**config.mk**
```make
export PLATFORM = sky130hd
export DESIGN_NAME = slow_data_rx_deframer_core
export DESIGN_NICKNAME = d
export VERILOG_FILES = /design/src/rtl/sdrx_pkg.sv /design/src/rtl/slow_data_rx_deframer_core.sv /design/src/rtl/sdrx_core.sv /design/src/rtl/sdrx_out.sv
export SDC_FILE = /design/constraint.sdc
export NUM_CORES = 1
export LEC_CHECK = 0
export ABC_AREA = 1
export BUFFER_PORTS_ARGS = -buffer_cell sky130_fd_sc_hd__buf_2
export CAP_MARGIN = 40
export CELL_PAD_IN_SITES_DETAIL_PLACEMENT = 0
export CELL_PAD_IN_SITES_GLOBAL_PLACEMENT = 1
export CORE_AREA = 2 2 187 189
export CTS_CLUSTER_DIAMETER = 120
export DETAILED_ROUTE_END_ITERATION = 10
export DIE_AREA = 0 0 189 191
export PLACE_DENSITY = 0.93
export SLEW_MARGIN = 20
export SYNTH_ARGS = -nofsm -noshare
export SYNTH_HDL_FRONTEND = slang
export SYNTH_HIERARCHICAL = 1
export SYNTH_SLANG_ARGS = --single-unit
```
**constraint.sdc**
```tcl
create_clock -name clk -period 12.3 [get_ports clk]
set_input_delay 1.23 -clock clk [delete_from_list [all_inputs] [get_ports clk]]
set_output_delay 1.23 -clock clk [all_outputs]
set_load 0.05 [all_outputs]
```
**src/rtl/sdrx_pkg.sv**
```systemverilog
package sdrx_pkg;

  localparam int BLOCK_BYTES = 5;
  localparam int BLOCK_W = 8 * BLOCK_BYTES;
  localparam int READ_MAX = 4;

  localparam logic [1:0] MODE_TRIPLE = 2'd0;
  localparam logic [1:0] MODE_READ = 2'd1;
  localparam logic [1:0] MODE_CLEAR = 2'd2;

  localparam logic [1:0] SMODE_RAW = 2'd1;
  localparam logic [1:0] SMODE_TEXT = 2'd2;

  localparam logic [4:0] SYNC_FRAME = 5'd21;
  localparam logic [3:0] HDR_TYPE_TEXT = 4'h3;
  localparam logic [3:0] HDR_TYPE_MSG = 4'h4;
  localparam logic [3:0] TEXT_LEN_LIMIT = 4'd6;
  localparam logic [3:0] TEXT_FIRST_MAX = 4'd3;

  localparam int CFG_ADDR_W = 3;
  localparam logic [CFG_ADDR_W-1:0] ADDR_STREAM_MODE = 3'd0;

  typedef struct packed {
    logic [1:0] mode;
    logic [7:0] byte0;
    logic [7:0] byte1;
    logic [7:0] byte2;
    logic [4:0] frame_count;
  } sdrx_item_t;

  typedef struct packed {
    logic [7:0] sb0;
    logic [7:0] sb1;
    logic [7:0] sb2;
    logic [1:0] cnt;
    logic [3:0] mask;
    logic complete;
    logic is_read;
    logic [1:0] nres_m1;
    logic [READ_MAX-1:0][BLOCK_W-1:0] blk;
  } sdrx_res_t;

endpackage

```
**src/rtl/slow_data_rx_deframer_core.sv**
```systemverilog
// Slow-data receive deframer. Each input beat is a slow-data triple with its
// frame number, a read-message command or a clear-mask command. Triples and
// clears give one output beat; a read gives one beat per message block (up to
// four), each carrying five characters, with last on the final one. A beat is
// taken every cycle: one input register, then combinational decode into a
// result register, and the input stalls only while a read's multi-beat
// result is still draining or the output is stalled.
// stream_mode (address 0) selects raw triple or text-block forwarding.
module slow_data_rx_deframer_core
  import sdrx_pkg::*;
#(
  parameter int MESSAGE_BLOCKS = 4
) (
  input  logic                  clk,
  input  logic                  rst,
  input  logic                  psel,
  input  logic                  penable,
  input  logic                  pwrite,
  input  logic [CFG_ADDR_W-1:0] paddr,
  input  logic [31:0]           pwdata,
  output logic [31:0]           prdata,
  output logic                  pready,
  input  logic                  in_valid,
  output logic                  in_stall,
  input  logic [1:0]            mode,
  input  logic [7:0]            byte0,
  input  logic [7:0]            byte1,
  input  logic [7:0]            byte2,
  input  logic [4:0]            frame_count,
  output logic                  out_valid,
  input  logic                  out_stall,
  output logic [7:0]            stream_byte0,
  output logic [7:0]            stream_byte1,
  output logic [7:0]            stream_byte2,
  output logic [1:0]            stream_count,
  output logic [3:0]            received_mask,
  output logic                  message_complete,
  output logic [39:0]           message_block,
  output logic [1:0]            block_number,
  output logic                  last
);

  logic [1:0] stream_mode;
  sdrx_item_t item;
  logic       item_valid;
  logic       free;
  logic       adv;
  sdrx_res_t  res;

  assign pready = 1'b1;
  assign prdata = (paddr == ADDR_STREAM_MODE) ? 32'(stream_mode) : '0;

  always_ff @(posedge clk) begin
    if (rst) begin
      stream_mode <= '0;
    end else if (psel && penable && pwrite && paddr == ADDR_STREAM_MODE) begin
      stream_mode <= pwdata[1:0];
    end
  end

  assign adv = item_valid && free;
  assign in_stall = item_valid && !free;

  always_ff @(posedge clk) begin
    if (rst) begin
      item_valid <= 1'b0;
    end else if (in_valid && !in_stall) begin
      item_valid <= 1'b1;
    end else if (adv) begin
      item_valid <= 1'b0;
    end
  end

  always_ff @(posedge clk) begin
    if (in_valid && !in_stall) begin
      item <= '{mode: mode, byte0: byte0, byte1: byte1, byte2: byte2,
                frame_count: frame_count};
    end
  end

  sdrx_core #(
    .MESSAGE_BLOCKS(MESSAGE_BLOCKS)
  ) u_core (
    .clk        (clk),
    .rst        (rst),
    .stream_mode(stream_mode),
    .go         (adv),
    .item       (item),
    .res        (res)
  );

  sdrx_out u_out (
    .clk             (clk),
    .rst             (rst),
    .load            (adv),
    .res_in          (res),
    .free            (free),
    .out_valid       (out_valid),
    .out_stall       (out_stall),
    .stream_byte0    (stream_byte0),
    .stream_byte1    (stream_byte1),
    .stream_byte2    (stream_byte2),
    .stream_count    (stream_count),
    .received_mask   (received_mask),
    .message_complete(message_complete),
    .message_block   (message_block),
    .block_number    (block_number),
    .last            (last)
  );

endmodule

```
**src/rtl/sdrx_core.sv**
```systemverilog
module sdrx_core
  import sdrx_pkg::*;
#(
  parameter int MESSAGE_BLOCKS = 4
) (
  input  logic       clk,
  input  logic       rst,
  input  logic [1:0] stream_mode,
  input  logic       go,
  input  sdrx_item_t item,
  output sdrx_res_t  res
);

  localparam int NRES = (MESSAGE_BLOCKS < READ_MAX) ? MESSAGE_BLOCKS : READ_MAX;
  localparam logic [3:0] NUM_BLOCKS = 4'(MESSAGE_BLOCKS);

  logic [MESSAGE_BLOCKS-1:0][BLOCK_W-1:0] row;
  logic [MESSAGE_BLOCKS-1:0] mask;
  logic [MESSAGE_BLOCKS-1:0] mask_next;
  logic [7:0] held_header;
  logic [7:0] held_header_next;
  logic [1:0] spl;
  logic [1:0] spl_next;

  logic       active;
  logic       odd;
  logic [7:0] hdr;
  logic       msg_hit;
  logic       wr_first;
  logic       wr_second;
  logic [7:0] mask8;
  logic [READ_MAX-1:0][BLOCK_W-1:0] rd_blk;

  for (genvar i = 0; i < READ_MAX; i++) begin : g_rd
    if (i < MESSAGE_BLOCKS) begin : g_row
      assign rd_blk[i] = row[i];
    end else begin : g_zero
      assign rd_blk[i] = '0;
    end
  end

  assign active = (item.mode == MODE_TRIPLE) && (item.frame_count != SYNC_FRAME);
  assign odd = item.frame_count[0];
  assign hdr = odd ? item.byte0 : held_header;
  assign msg_hit = (hdr[7:4] == HDR_TYPE_MSG) && (hdr[3:0] < NUM_BLOCKS);
  assign wr_first = go && active && odd && msg_hit;
  assign wr_second = go && active && !odd && msg_hit;

  always_comb begin
    logic [3:0] len;
    len = item.byte0[3:0];
    res = '0;
    mask_next = mask;
    held_header_next = held_header;
    spl_next = spl;
    res.nres_m1 = 2'(NRES - 1);
    res.blk = rd_blk;
    unique case (item.mode)
      MODE_TRIPLE: begin
        if (active) begin
          if (odd) begin
            held_header_next = item.byte0;
          end
          if (!odd && msg_hit) begin
            mask_next = mask | (MESSAGE_BLOCKS'(1) << hdr[3:0]);
          end
          if (stream_mode == SMODE_RAW) begin
            res.sb0 = item.byte0;
            res.sb1 = item.byte1;
            res.sb2 = item.byte2;
            res.cnt = 2'd3;
          end else if (stream_mode == SMODE_TEXT) begin
            if (odd) begin
              spl_next = '0;
              if (item.byte0[7:4] == HDR_TYPE_TEXT && len < TEXT_LEN_LIMIT) begin
                if (len < TEXT_FIRST_MAX) begin
                  res.cnt = len[1:0];
                end else begin
                  res.cnt = 2'd2;
                  spl_next = 2'(len - 4'd2);
                end
                res.sb0 = (res.cnt >= 2'd1) ? item.byte1 : '0;
                res.sb1 = (res.cnt >= 2'd2) ? item.byte2 : '0;
              end
            end else if (spl != 2'd0) begin
              res.cnt = spl;
              res.sb0 = item.byte0;
              res.sb1 = (spl >= 2'd2) ? item.byte1 : '0;
              res.sb2 = (spl == 2'd3) ? item.byte2 : '0;
            end
          end
        end
      end
      MODE_READ: begin
        res.is_read = 1'b1;
        mask_next = '0;
      end
      MODE_CLEAR: begin
        mask_next = '0;
      end
      default: begin
      end
    endcase
    mask8 = 8'(item.mode == MODE_READ ? mask : mask_next);
    res.mask = mask8[3:0];
    res.complete = (item.mode == MODE_READ) ? (&mask) : (&mask_next);
  end

  always_ff @(posedge clk) begin
    if (rst) begin
      mask <= '0;
      held_header <= '0;
      spl <= '0;
      row <= '0;
    end else begin
      if (go) begin
        mask <= mask_next;
        held_header <= held_header_next;
        spl <= spl_next;
      end
      for (int r = 0; r < MESSAGE_BLOCKS; r++) begin
        if (wr_first && hdr[3:0] == 4'(r)) begin
          row[r][39:24] <= {item.byte1, item.byte2};
        end
        if (wr_second && hdr[3:0] == 4'(r)) begin
          row[r][23:0] <= {item.byte0, item.byte1, item.byte2};
        end
      end
    end
  end

endmodule

```
**src/rtl/sdrx_out.sv**
```systemverilog
module sdrx_out
  import sdrx_pkg::*;
(
  input  logic        clk,
  input  logic        rst,
  input  logic        load,
  input  sdrx_res_t   res_in,
  output logic        free,
  output logic        out_valid,
  input  logic        out_stall,
  output logic [7:0]  stream_byte0,
  output logic [7:0]  stream_byte1,
  output logic [7:0]  stream_byte2,
  output logic [1:0]  stream_count,
  output logic [3:0]  received_mask,
  output logic        message_complete,
  output logic [39:0] message_block,
  output logic [1:0]  block_number,
  output logic        last
);

  sdrx_res_t  res;
  logic       res_valid;
  logic [1:0] idx;
  logic       beat;

  assign out_valid = res_valid;
  assign beat = res_valid && !out_stall;
  assign last = !res.is_read || (idx == res.nres_m1);
  assign free = !res_valid || (beat && last);

  assign stream_byte0 = res.sb0;
  assign stream_byte1 = res.sb1;
  assign stream_byte2 = res.sb2;
  assign stream_count = res.cnt;
  assign received_mask = res.mask;
  assign message_complete = res.complete;
  assign message_block = res.is_read ? res.blk[idx] : '0;
  assign block_number = res.is_read ? idx : 2'd0;

  always_ff @(posedge clk) begin
    if (rst) begin
      res_valid <= 1'b0;
      idx <= '0;
    end else if (load) begin
      res_valid <= 1'b1;
      idx <= '0;
    end else if (beat) begin
      if (last) begin
        res_valid <= 1'b0;
      end else begin
        idx <= idx + 2'd1;
      end
    end
  end

  always_ff @(posedge clk) begin
    if (load) begin
      res <= res_in;
    end
  end

endmodule
```
# After elaboration in Yosys (flattened, before gate mapping)

Cells that the tools add are included.
W data, S select, Z words.

Input bits: 73
Output and inout bits: 109
Register bits: 403

Shift-type cells: 1
Magnitude comparators: 7
Add/subtract/negate cells: 2
Bitwise logic cells: 3
Reductions and logical operators: 49
Eq/ne operators: 12
Mux-type cells: 38

Operators by type and width:

| kind                 | count |
|---|---|
| $bmux W40 S2         | 1 |
| $mux W40             | 2 |
| $mux W26             | 3 |
| $mux W8              | 6 |
| $mux W16             | 2 |
| $mux W2              | 13 |
| $logic_and A1 B1 Y1  | 25 |
| $eq A4 B2 Y1 const B | 3 |
| $mux W4              | 3 |
| $eq A2 B2 Y1 const B | 4 |
| $lt A4 B3 Y1 const B | 2 |
| $pmux W4 S2          | 1 |
| $reduce_and A4 Y1    | 2 |
| $reduce_bool A2 Y1   | 4 |
| $mux W1              | 7 |
| $logic_not A1 Y1     | 6 |
| $reduce_and A2 Y1    | 3 |
| $reduce_and A6 Y1    | 1 |
| $ne A5 B5 Y1 const B | 1 |
| $eq A2 B1 Y1 const B | 2 |
| $eq A4 B1 Y1 const B | 1 |
| $eq A4 B3 Y1 const B | 1 |
| $ge A2 B2 Y1 const B | 2 |
| $logic_not A4 Y1     | 1 |
| 13 further kinds     | 16 |

# Logic depth before layout (Yosys ltp)

Depth after elaboration: 14
Gate-level depth with buffers: 18
Gate-level depth less buffers: 15

# By module

Netlist, hierarchy kept.

Modules (own cells, without submodules):

| module                     | area an instance (um^2) | cells an instance | sequential area each (um^2) | times used |
|---|---|---|---|---|
| sdrx_out                   | 7,668.6                 | 571               | 5,885.6                     | 1 |
| sdrx_core                  | 7,403.4                 | 1,002             | 3,483.3                     | 1 |
| slow_data_rx_deframer_core | 1,381.3                 | 99                | 991.0                       | 1 |

# Worst setup path after synthesis

OpenSTA, ideal clock, no wires.

Path kind: input port to flip-flop
Start point: input out_stall
End point: register u_core.row (netlist bit u_core/res[29])
Arrival time: 6.839 ns
Setup time: 0.132 ns
Required time: 12.168 ns
Stages: 12
Slack: 5.329 ns
Cell sequence: nor2_1 -> nand2_1 -> nand2_2 -> nand2_1 -> inv_1 -> buf_2 -> nand2_2 -> nor2_2 -> nand3_1 -> buf_2 -> nand2_1 -> a21oi_1

Word-level cells in the longest chain between the ends: 9

RTL lines:

| element                           | line                             | source |
|---|---|---|
| from (decl)                       | slow_data_rx_deframer_core.sv:31 | `input logic out_stall,` |
| $logic_not A1 Y1                  | sdrx_out.sv:28                   | `assign beat = res_valid && !out_stall;` |
| $logic_and A1 B1 Y1               | sdrx_out.sv:28                   |  |
| $logic_and A1 B1 Y1               | sdrx_out.sv:30                   | `assign free = !res_valid \|\| (beat && last);` |
| $logic_or A1 B1 Y1                | sdrx_out.sv:30                   |  |
| named net free                    | slow_data_rx_deframer_core.sv:46 | `logic free;` |
| $logic_and A1 B1 Y1               | slow_data_rx_deframer_core.sv:61 | `assign adv = item_valid && free;` |
| named net adv                     | slow_data_rx_deframer_core.sv:47 | `logic adv;` |
| $logic_and A1 B1 Y1 (3 in series) | sdrx_core.sv:46                  | `assign wr_first = go && active && odd && msg_hit;` |
| $logic_and A1 B1 Y1               | sdrx_core.sv:122                 | `if (wr_first && hdr[3:0] == 4'(r)) begin` |
| to (signal, indexed assignment)   | sdrx_core.sv:123                 | `row[r][39:24] <= {item.byte1, item.byte2};` |
| to (signal, indexed assignment)   | sdrx_core.sv:126                 | `row[r][23:0] <= {item.byte0, item.byte1, item.byte2};` |
| to (decl)                         | sdrx_core.sv:17                  | `logic [MESSAGE_BLOCKS-1:0][BLOCK_W-1:0] row;` |

The timed path passes the listed nets, and every way through them passes these cells.
A chain may end at the register's enable or synchronous reset.

# Final worst setup path

Start point: register u_out.idx[0]
End point: output message_block[7]

Word-level cells in the longest chain between the ends: 3

RTL lines:

| element                        | line                             | source |
|---|---|---|
| from (decl)                    | sdrx_out.sv:24                   | `logic [1:0] idx;` |
| from (signal assigned)         | sdrx_out.sv:52                   | `idx <= idx + 2'd1;` |
| $bmux W40 S2                   | sdrx_out.sv:38                   | `assign message_block = res.is_read ? res.blk[idx] : '0;` |
| $mux W40 (implied by the code) | sdrx_out.sv:38                   |  |
| $mux W40                       | sdrx_out.sv:38                   |  |
| to (decl)                      | slow_data_rx_deframer_core.sv:38 | `output logic [39:0] message_block,` |

No other way between the ends. The select of a mux whose other input is x is not followed.

==> impl_metrics.py <==
metrics = {
    "run_status": {
        "status": "completed",
    },
    "setup_path": {
        "critPathKind": "reg -> out",
        "worstPathCellList": "buf_4 > inv_2 > buf_4 > o21ai_0 > a21oi_1 > buf_2",
        "r2r_slack_ns": 8.05,
        "ff2ff_path_depth": 16,
        "worstReg2RegEnd": "u_core/res[107]$_SDFFE_PP0P_",
        "critical_path_arrival_ns": 3.05,
        "end_kind": "primary output",
        "reg2reg_from": "u_out/idx[0]$_SDFFE_PP0P_",
        "worst-path-max-fanout": 82,
        "cpMostUsedCell": "buf_4",
        "cp-start-kind": "register",
        "worst_path_max_delay_cell": "buf_4",
        "slowest_delay_ns": 0.66,
        "cp.required_ns": 11.07,
    },
    "detailed_routing": {
        "drt_first_pass_iters": 6,
        "drtAntennaViolNets": 0,
        "via_count": 12070,
        "drt_iter0_drc": 1095,
        "finalWirelength_microns": 40550,
        "drc_errors": 0,
        "vias_per_cell": 5.527,
        "wl_per_cell_microns": 18.57,
    },
    "clocking": {
        "root_buffer": "clkbuf_16",
        "path_clk_slew_ns": 0.06,
        "clock_sinks": 405,
        "post_cts_buffers": 0,
        "postCtsHoldBufs": 0,
        "ctsResizeCount": 0,
        "cts_made_buffers": 37,
        "clkLatencyLatePin_ns": 0.53,
        "tritoncts": "built",
        "clk_path_buf_depth": 3,
        "htreeDepth": 2,
    },
    "global_route": {
        "grt_util_all_layers": 0.2235,
        "antenna_found_initial": 2,
        "grt_pass1_wl_microns": 63100,
        "grt_start_max_net_pins": 83,
        "overflow": 0,
        "grt_pass1_vias": 11420,
    },
    "synthesis": {
        "syn_avg_cell_area_sq_um": 9.840,
        "synth_seq_area_share": 0.6297,
        "synth_top_area_share": 0.4106,
        "synth_mux_area_frac": 0,
        "synth_top_family_by_area": "simple AND/OR/NAND/NOR gates",
        "async_reset_ff_frac": 0,
        "synthAdderAreaFrac": 0,
        "synth_xor_area_frac": 0.001065,
        "synth_edf_count": 225,
        "synth_compound_area_frac": 0.1040,
        "synthFlopType": "edfxtp_1",
        "synth_area_sq_um": 16450,
        "ys_top_cells_by_area": "edfxtp_1, dfxtp_1, a21oi_1",
        "ys_warn_count": 6,
        "synth_cell_type_count": 32,
        "yosys.area_share.simple": 0.1792,
        "ys_ff_latch": 405,
        "synth_largest_area_cell": "edfxtp_1",
        "syn_inst": 1672,
    },
    "worst_hold_path": {
        "hold-path-endpoint": "u_out/res[139]$_DFFE_PP_",
        "hp-class": "reg -> reg",
        "hp-start": "u_core/res[139]$_SDFFE_PP0P_",
        "whs_path_depth": 0,
    },
    "floorplanning": {
        "dieArea_sq_um": 36100,
        "die_w_microns": 189,
        "core_area_sq_um": 34120,
        "num_rows": 68,
        "start_util": 0.4823,
        "io_pins": 182,
        "die_h_microns": 191,
    },
    "final_layout": {
        "area_growth_pct": 10.32,
        "utilization": 0.5320,
        "num_antenna_cells": 0,
        "final_nets": 1773,
        "stdcell_count": 2183,
        "layout-drive-gt1-share": 0.1319,
    },
    "run": {
        "cap_violations": 0,
    },
    "timing": {
        "slew_headroom": 0.4460,
        "finalCriticalPeriod_ns": 4.284,
        "fin_tns_setup_ns": 0,
        "rsz0062_at_grt": "no",
        "finClkSkew_ns": 0.01783,
        "setup_violations": 0,
        "final_max_slew_viol_count": 0,
        "post-route-period-util": 0.3483,
        "clock.fmax_mhz": 233.5,
        "worstMarginPinSlew_ns": 0.8310,
        "hold_ws_ns": 0.4133,
        "hold_viol_final": 0,
    },
    "placement": {
        "portBuffers": 120,
        "dp_cells": 2110,
        "gp_congestion": 0.8129,
        "hpwl_microns": 23300,
    },
    "pwr": {
        "p_per_area_nw_per_um2": 155.1,
        "ir_drop_mv": 0.1274,
        "cellLeakagePower_uw": 0.006414,
        "power_uw": 2816,
    },
}
[layout by cell type, fill, tap and decap left out, types with 33 or more instances in the layout]
cell type	instances
a21oi_1	233
buf_2	119
clkbuf_16	39
conb_1	33
dfxtp_1	179
edfxtp_1	225
inv_1	50
nand2_1	259
nand3_1	110
nand4_1	81
nor2_1	201
o21ai_0	85
[synth_stat cells (6+ instances only)]
cell type,instances
o21ai_0,85
a21oi_1,233
nor2_1,206
inv_1,51
clkbuf_1,61
buf_2,34
dfxtp_1,180
nand2_1,259
nand2_2,6
nand4_1,81
buf_6,14
edfxtp_1,225
inv_2,6
nand3_1,110
o21ai_1,12
buf_4,79
[registers in the layout (all words and copies together) (netlist names)]
register and flops:
u_core/held_header 8, u_out/message_complete 1, u_core/res 160, u_out/stream_byte1 8, stream_mode 2, u_out/stream_byte2 8
u_core/mask 4, u_core/spl 2, item 31, u_out/stream_count 2, u_out/out_valid 1, u_out/idx 2
u_out/received_mask 4, u_out/stream_byte0 8, item_valid 1, u_out/res 163
[kinds of logic after synthesis]
group,after synthesis
AND/OR/NAND/NOR,674
flip-flops,405
AO/OA/AOI/OAI,338
buffers and inverters,250
other,3
XOR/XNOR,2
[layout make-up]
type,instances,area [sq um]
tap,455,569.3
clock buffer,60,1105
multi-input combinational,1047,4817
clock inverter,7,86.33
sequential,405,10360
fill,2936,15970
inverter,57,219.0
timing repair buffer,152,993.5
[stage by stage]
stage / instance area [sq um] / worst slack (ns)
3_5_place_dp: 16850 / 7.638
2_1_floorplan: 16570 / 5.329
3_3_place_gp: 16700 / 7.363
4_1_cts: 18040 / 7.809
5_1_grt: 18150 / 7.750
6_report: 18150 / 8.016
[critical path, delay by kind of cell (launching register included)]
| family | cells | cell delay [ns] |
|---|---|---|
| flip-flops | 1 | 0.42 |
| AO/OA/AOI/OAI | 2 | 0.62 |
| buffers and inverters | 4 | 1.43 |
[power breakdown]
group | leakage, uW | switching, uW | internal (uW)
sequential | 0.00364 | 30.2 | 1460
clock | 0.000579 | 475 | 657
combinational | 0.00219 | 155 | 35.9
[per-layer routing]
metal	routed length (microns)	vias up	GRT usage
met2	19320	518	0.3767
li1	-	5700	-
met3	2958	108	0.03598
met1	16630	5740	0.2843
met4	1645	0	0.1010
met5	0	-	0
[worst max-delay path by stage]
| stage | start | end | slack, ns | cells past startpoint |
|---|---|---|---|---|
| after floorplan | out_stall | u_core/res[29]$_SDFFE_PP0P_ | 5.33 | 12 |
| after global placement | out_stall | u_core/res[140]$_SDFFE_PP0P_ | 7.36 | 12 |
| after detailed placement | out_stall | u_core/res[159]$_SDFFE_PP0P_ | 7.64 | 12 |
| after CTS | u_out/idx[0]$_SDFFE_PP0P_ | message_block[0] | 7.81 | 6 |
| after global routing | u_out/idx[0]$_SDFFE_PP0P_ | u_core/res[107]$_SDFFE_PP0P_ | 7.75 | 16 |
| final | u_out/idx[0]$_SDFFE_PP0P_ | message_block[7] | 8.02 | 6 |
(Power assumes the default switching activity.)
